## src/rtl/core/rptm_pkg.sv

```systemverilog
// ----------------------------------------------------------------------------
// rptm_pkg
// Types and constants shared by the radix page table mapper.
// ----------------------------------------------------------------------------
package rptm_pkg;

	// Fixed geometry of one table page
	localparam int IDX_W   = 9;
	localparam int PFN_W   = 40;
	localparam int PADDR_W = 52;
	localparam int ENTRY_W = 64;
	localparam int FLAGS_W = 12;

	// Entry bits
	localparam int ENT_PRESENT = 0;
	localparam int ENT_WRITE   = 1;
	localparam int ENT_LARGE   = 7;

	// Commands
	localparam logic CMD_MAP_2M = 1'b0;
	localparam logic CMD_MAP_4K = 1'b1;

	// Walk levels
	localparam logic [1:0] LVL_PML4 = 2'd3;
	localparam logic [1:0] LVL_PDPT = 2'd2;
	localparam logic [1:0] LVL_PD   = 2'd1;
	localparam logic [1:0] LVL_PT   = 2'd0;

	// Result status codes
	localparam logic [1:0] STAT_OK       = 2'd0;
	localparam logic [1:0] STAT_FULL     = 2'd1;
	localparam logic [1:0] STAT_CONFLICT = 2'd2;

	typedef struct packed {
		logic                 command;
		logic [47:0]          virt_addr;
		logic [PADDR_W-1:0]   phys_addr;
		logic [FLAGS_W-1:0]   page_flags;
	} req_item_t;

	typedef struct packed {
		logic [1:0] status;
		logic [4:0] tables_in_use;
	} rsp_item_t;

	typedef enum logic [2:0] {
		SEQ_CLEAR,
		SEQ_IDLE,
		SEQ_READ,
		SEQ_EVAL,
		SEQ_LEAF,
		SEQ_DONE
	} seq_state_t;

endpackage

```

## src/rtl/core/rptm_addr_unit.sv

```systemverilog
// ----------------------------------------------------------------------------
// rptm_addr_unit
// Shared page-frame adder: pointer minus pool base, or pool base plus table.
// ----------------------------------------------------------------------------
module rptm_addr_unit (
	input  logic [rptm_pkg::PFN_W-1:0] a,
	input  logic [rptm_pkg::PFN_W-1:0] b,
	input  logic                       sub,
	output logic [rptm_pkg::PFN_W-1:0] sum
);
	import rptm_pkg::*;

	logic [PFN_W-1:0] b_eff;

	// Two's complement subtract when sub is set; wraps modulo 2^40
	always_comb begin
		b_eff = sub ? ~b : b;
		sum   = a + b_eff + PFN_W'(sub);
	end

endmodule
```

## config.mk

```make
export PLATFORM = sky130hd
export DESIGN_NAME = rptm_addr_unit
export DESIGN_NICKNAME = d
export VERILOG_FILES = /design/src/rtl/core/rptm_pkg.sv /design/src/rtl/core/rptm_addr_unit.sv
export SDC_FILE = /design/constraint.sdc
export NUM_CORES = 1
export LEC_CHECK = 0
export BUFFER_PORTS_ARGS = -buffer_cell sky130_fd_sc_hd__buf_4
export CORE_MARGIN = 3
export CORE_UTILIZATION = 50
export DETAILED_ROUTE_END_ITERATION = 10
export PLACE_DENSITY = 0.83
export SYNTH_ARGS = -nofsm -noshare
export SYNTH_HDL_FRONTEND = slang
export SYNTH_SLANG_ARGS = --single-unit
```

## constraint.sdc

```tcl
create_clock -name vclk -period 4.2
set_input_delay 0.42 -clock vclk [all_inputs]
set_output_delay 0.42 -clock vclk [all_outputs]
set_load 0.02 [all_outputs]
```

---- Word-level counts from Yosys, hierarchy flattened ----
Cells that the tools add are included.
word-level totals
  register bits ........................... 0
  latch bits .............................. 0
  bits in writable memories ............... 0
  memory bits (read-only) ................. 0
  input port bits ......................... 81
  output and inout port bits .............. 40
  logic and storage cells ................. 4
  memories kept ........................... 0
cells by class
  add/sub/neg operators ................... 2
  $mul .................................... 0
  div/mod/pow operators ................... 0
  $lt $le $gt $ge ......................... 0
  equal/unequal tests ..................... 0
  shifts and indexed selects .............. 0
  mux-type cells .......................... 1
  bitwise gates (word level) .............. 1
  reductions and logical operators ........ 0
operator list
  cell                                      number
  40-bit by 1-bit adder with 40-bit output  1
  40-bit adder                              1
  40-bit 2-to-1 mux                         1
  40-bit inverter                           1

---- Logic depth before layout (Yosys ltp) ----
  word-level depth ........................ 4
  depth in mapped cells ................... 14
  mapped depth without buffers ............ 11

---- Worst setup path before layout ----
No wires, ideal clock.
  path kind ............................... in2out
  start point ............................. input sub
  end point ............................... output sum[34] (netlist name)
  arrival time ............................ 3.331 ns
  data required time ...................... 3.780 ns
  slack ................................... 0.449 ns
  stages on the path ...................... 14
  path buffers ............................ 4
  cell sequence ........................... buf_2 -> clkbuf_1 -> buf_2 -> xor2_1 -> ha_1 -> clkbuf_2 -> nand2_1 -> o21ai_0 -> a31o_2 -> a311oi_2 -> o21ai_2 -> a21oi_1 -> o21ai_0 -> xnor2_1
between the ends
  longest elaborated chain between the ends .. 3
RTL lines
  element                                       line                  text
  from (decl)                                   rptm_addr_unit.sv:8   input logic sub,
  40-bit 2-to-1 mux                             rptm_addr_unit.sv:17  b_eff = sub ? ~b : b;
  40-bit adder                                  rptm_addr_unit.sv:18  sum = a + b_eff + PFN_W'(sub);
  40-bit by 1-bit adder with 40-bit output (*)  rptm_addr_unit.sv:18
  to (decl)                                     rptm_addr_unit.sv:9   output logic [rptm_pkg::PFN_W-1:0] sum
Every way passes the cells marked *; elsewhere a longest branch is shown, timed or not.

---- Worst setup path in the final report ----
  start point ............................. input sub
  end point ............................... output sum[38] (netlist name)
Same word-level chain as after synthesis.

==> impl_results.md <==
* Total area of multi-input combinational cells at 2610 um^2
* Critical path data required time at 3780 ps
* Power per cell area at slightly below 300 nW/um^2
* Antenna-violating nets left at 0
* Switching power as a share of total power at 56.7%
* Share of power burned in registers at 0%
* Net load switching power at 0.000598 W
* Transition at the pin with the smallest max-transition slack at 426 ps
* Overflow after GRT at 0
* Shortest clock period the worst path allows after layout at between 3000 and 4000 ps
* GP Congestion at between 0.9 and 1
* Number of gates resized after CTS at 0
* Layout-stage area growth over the synthesis result at 33.2%
* Reg area at 0 um^2
* Number of hold-slack violations in the final timing report at 0
* Mapped Cells at ~380
* Hold buffers post-CTS at 0
* Placed cells at approximately 560
* Initial antenna violation count at 0
* Hold depth at 3
* Total setup buffers inserted after CTS at 0
* Nets@finish at 609
* Vias after detailed routing at 3176
* Leak Pwr at about 1.8 nW
* Fraction of final layout cells sized beyond drive strength 1 at 29.6%
* Maximum number of pins on one net before global-route repair at 28
* Netlist Area Pre-Place at about 2700 um^2
* Largest area contributor in the synthesized netlist: sky130_fd_sc_hd__ha_1
* Die Footprint at 6400 um^2
* Cells taking the most area after synthesis: sky130_fd_sc_hd__ha_1 (18%), sky130_fd_sc_hd__xor2_1 (17%), sky130_fd_sc_hd__a21oi_1 (7.3%)
* Mean instance size in the synthesized netlist at 7.19 um^2
* Comb power frac at 100.0%
* Total global-route track usage at 24.8%
* Vias in the first global route at 2939
* Outcome: completed
* Critical path capture point: sum[38]
* Row count at 26
* Top Ports at 121
* Setup tns final at 0 ps
* Total nets after synthesis at 502
* Total routed wirelength at 8280 um
* Setup repair after global routing missed its margin: false
* VDD IR-drop max at 175 uV
* Count of flip-flops and latches at 0
* Number of failing setup endpoints in the final timing report at 0
* Final count of pins violating max slew at 0
* IO buf count at 121
* Internal power consumption at 0.000457 W
* Kind of capture point of the worst setup path: primary output
* Length of the first detailed-routing pass in iterations at 4
* Fmax at 0.266 GHz
* Sequential element share of the synthesized area at 0%
* Yosys cell types at between 60 and 70
* Post-detailed-route DRC marker count at 0
* Clock power share at 0%
* Portion of synthesized cell area occupied by the leading cell type at between 10% and 20%
* Core box area at 5200 um^2
* Maxcap violations at 0
* Antenna diode instance count at 0
* Crit Path Category: in -> out
* Max Fanout on Critical Path at 27
* Non-filler instance count after layout at 556
* Data arrival at the endpoint of the critical path at 3340 ps
* Die Y at roughly 80 um
* X dimension of the die at 80.0 um
* Initial cell density of the core at 52.6%
* Launch point of the worst path: sub
* Startpoint types: input pin
* Warning count from the yosys run at 0
* Count of fill cells added during filler insertion at 483
* Violation count after the first detailed-routing iteration at 253
* Via density per instance at 5.71
* Wire length of the first global-routing pass at 13300 um
* Clock buffer instance count of the final layout at 0
* Worst slew margin relative to its limit at a little over 70%
* DP Wirelength at between 7000 and 8000 um
* Hold Crit Class: in -> out
* Share of the cycle needed by the critical path after routing at 89.6%
* Wire per inst at 14.9 um
==> cells in the mapped netlist (all sizes together) (4+ instances only) <==
cell    count
nor2       24
nand4       6
and3        7
a21oi      42
inv         9
nand2b      4
o21ai      28
clkbuf      7
o21a        5
nand3      13
nand2      34
buf        10
xor2       54
nor2b       6
xnor2      22
ha         39
a21o       19
a31oi       4
o21bai      7
==> worst max-delay path, stage by stage <==
cell                        delay (ps)
sky130_fd_sc_hd__buf_4             350
sky130_fd_sc_hd__xor2_1            190
sky130_fd_sc_hd__ha_1              300
sky130_fd_sc_hd__a21oi_1           210
sky130_fd_sc_hd__a2bb2oi_1         270
sky130_fd_sc_hd__nand2_1           140
sky130_fd_sc_hd__a311oi_2          440
sky130_fd_sc_hd__o21ai_2           170
sky130_fd_sc_hd__a21oi_1           350
sky130_fd_sc_hd__o21ai_0           160
sky130_fd_sc_hd__a21boi_1          160
sky130_fd_sc_hd__buf_4             160
==> metal layers <==
metal | global-route usage [%] | vias to the layer above | part of all wire, %
li1 | - | 1593 | -
met4 | 1.01 | 0 | 0.22
met2 | 41.1 | 123 | 47
met1 | 36.8 | 1456 | 46
met3 | 1.47 | 4 | 6.9
met5 | 0 | - | 0
==> metrics by stage <==
step,total power (W),area [um^2],hold WS [ps],utilization [%],setup WS (ps)
floorplan,0.000686,2740,964,-,449
global placement,0.00103,3650,1140,70.1,563
detailed placement,0.00105,3650,1140,70.1,492
CTS,0.00105,3650,1140,70.1,488
global route,0.00114,3650,1150,70.1,178
finish,0.00105,3650,1140,70.1,438
==> cell families (layout without fill, tap and decap cells) <==
family                     after synthesis  count (layout)  share of synthesized area [%]
adders and majority gates               40              40                           18.6
muxes                                    1               1                          0.366
xor gates and xnor gates                76              76                           24.3
AOI/OAI and AO/OA                      130             130                           31.9
and+or+nand+nor                        108             108                           20.2
buffers and inverters                   26             131                           4.66
==> cell type report <==
cell class	count	share of cell area (%)
tap	70	2.40
inverter	9	0.926
multi-input combinational	355	71.6
timing repair buffer	122	25.1
==> worst min-delay path by stage <==
stage / start / end
CTS: b[0] / sum[0]
global route: b[0] / sum[0]
floorplan: b[0] / sum[0]
detailed placement: b[0] / sum[0]
global placement: b[0] / sum[0]
finish: b[0] / sum[0]
==> power groups by stage <==
stage / clock [W] / combinational, W / sequential [W]
2_1_floorplan: 0 / 0.000686 / 0
3_3_place_gp: 0 / 0.00103 / 0
3_5_place_dp: 0 / 0.00105 / 0
4_1_cts: 0 / 0.00105 / 0
6_report: 0 / 0.00105 / 0
5_1_grt: 0 / 0.00114 / 0
==> cells in the final DEF (no fill, tap or decap), drive strengths merged, types with 2 or more instances in the layout <==
cell type,Yosys,final
buf,10,122
a31o,2,2
nor2,24,24
nor3b,2,2
ha,39,39
nor3,3,3
a21o,19,19
nand4,6,6
inv,9,9
nand2b,4,4
and3,7,7
a211oi,3,3
a41o,2,2
and2,3,3
o211ai,3,3
o21bai,7,7
a21boi,2,2
nand3,13,13
a21oi,42,42
o21a,5,5
nor4,2,2
xor2,54,54
a31oi,4,4
nor2b,6,6
o21ai,28,28
nand2,34,34
a221oi,3,3
xnor2,22,22
Note: power is estimated with default switching activity, not from simulation.
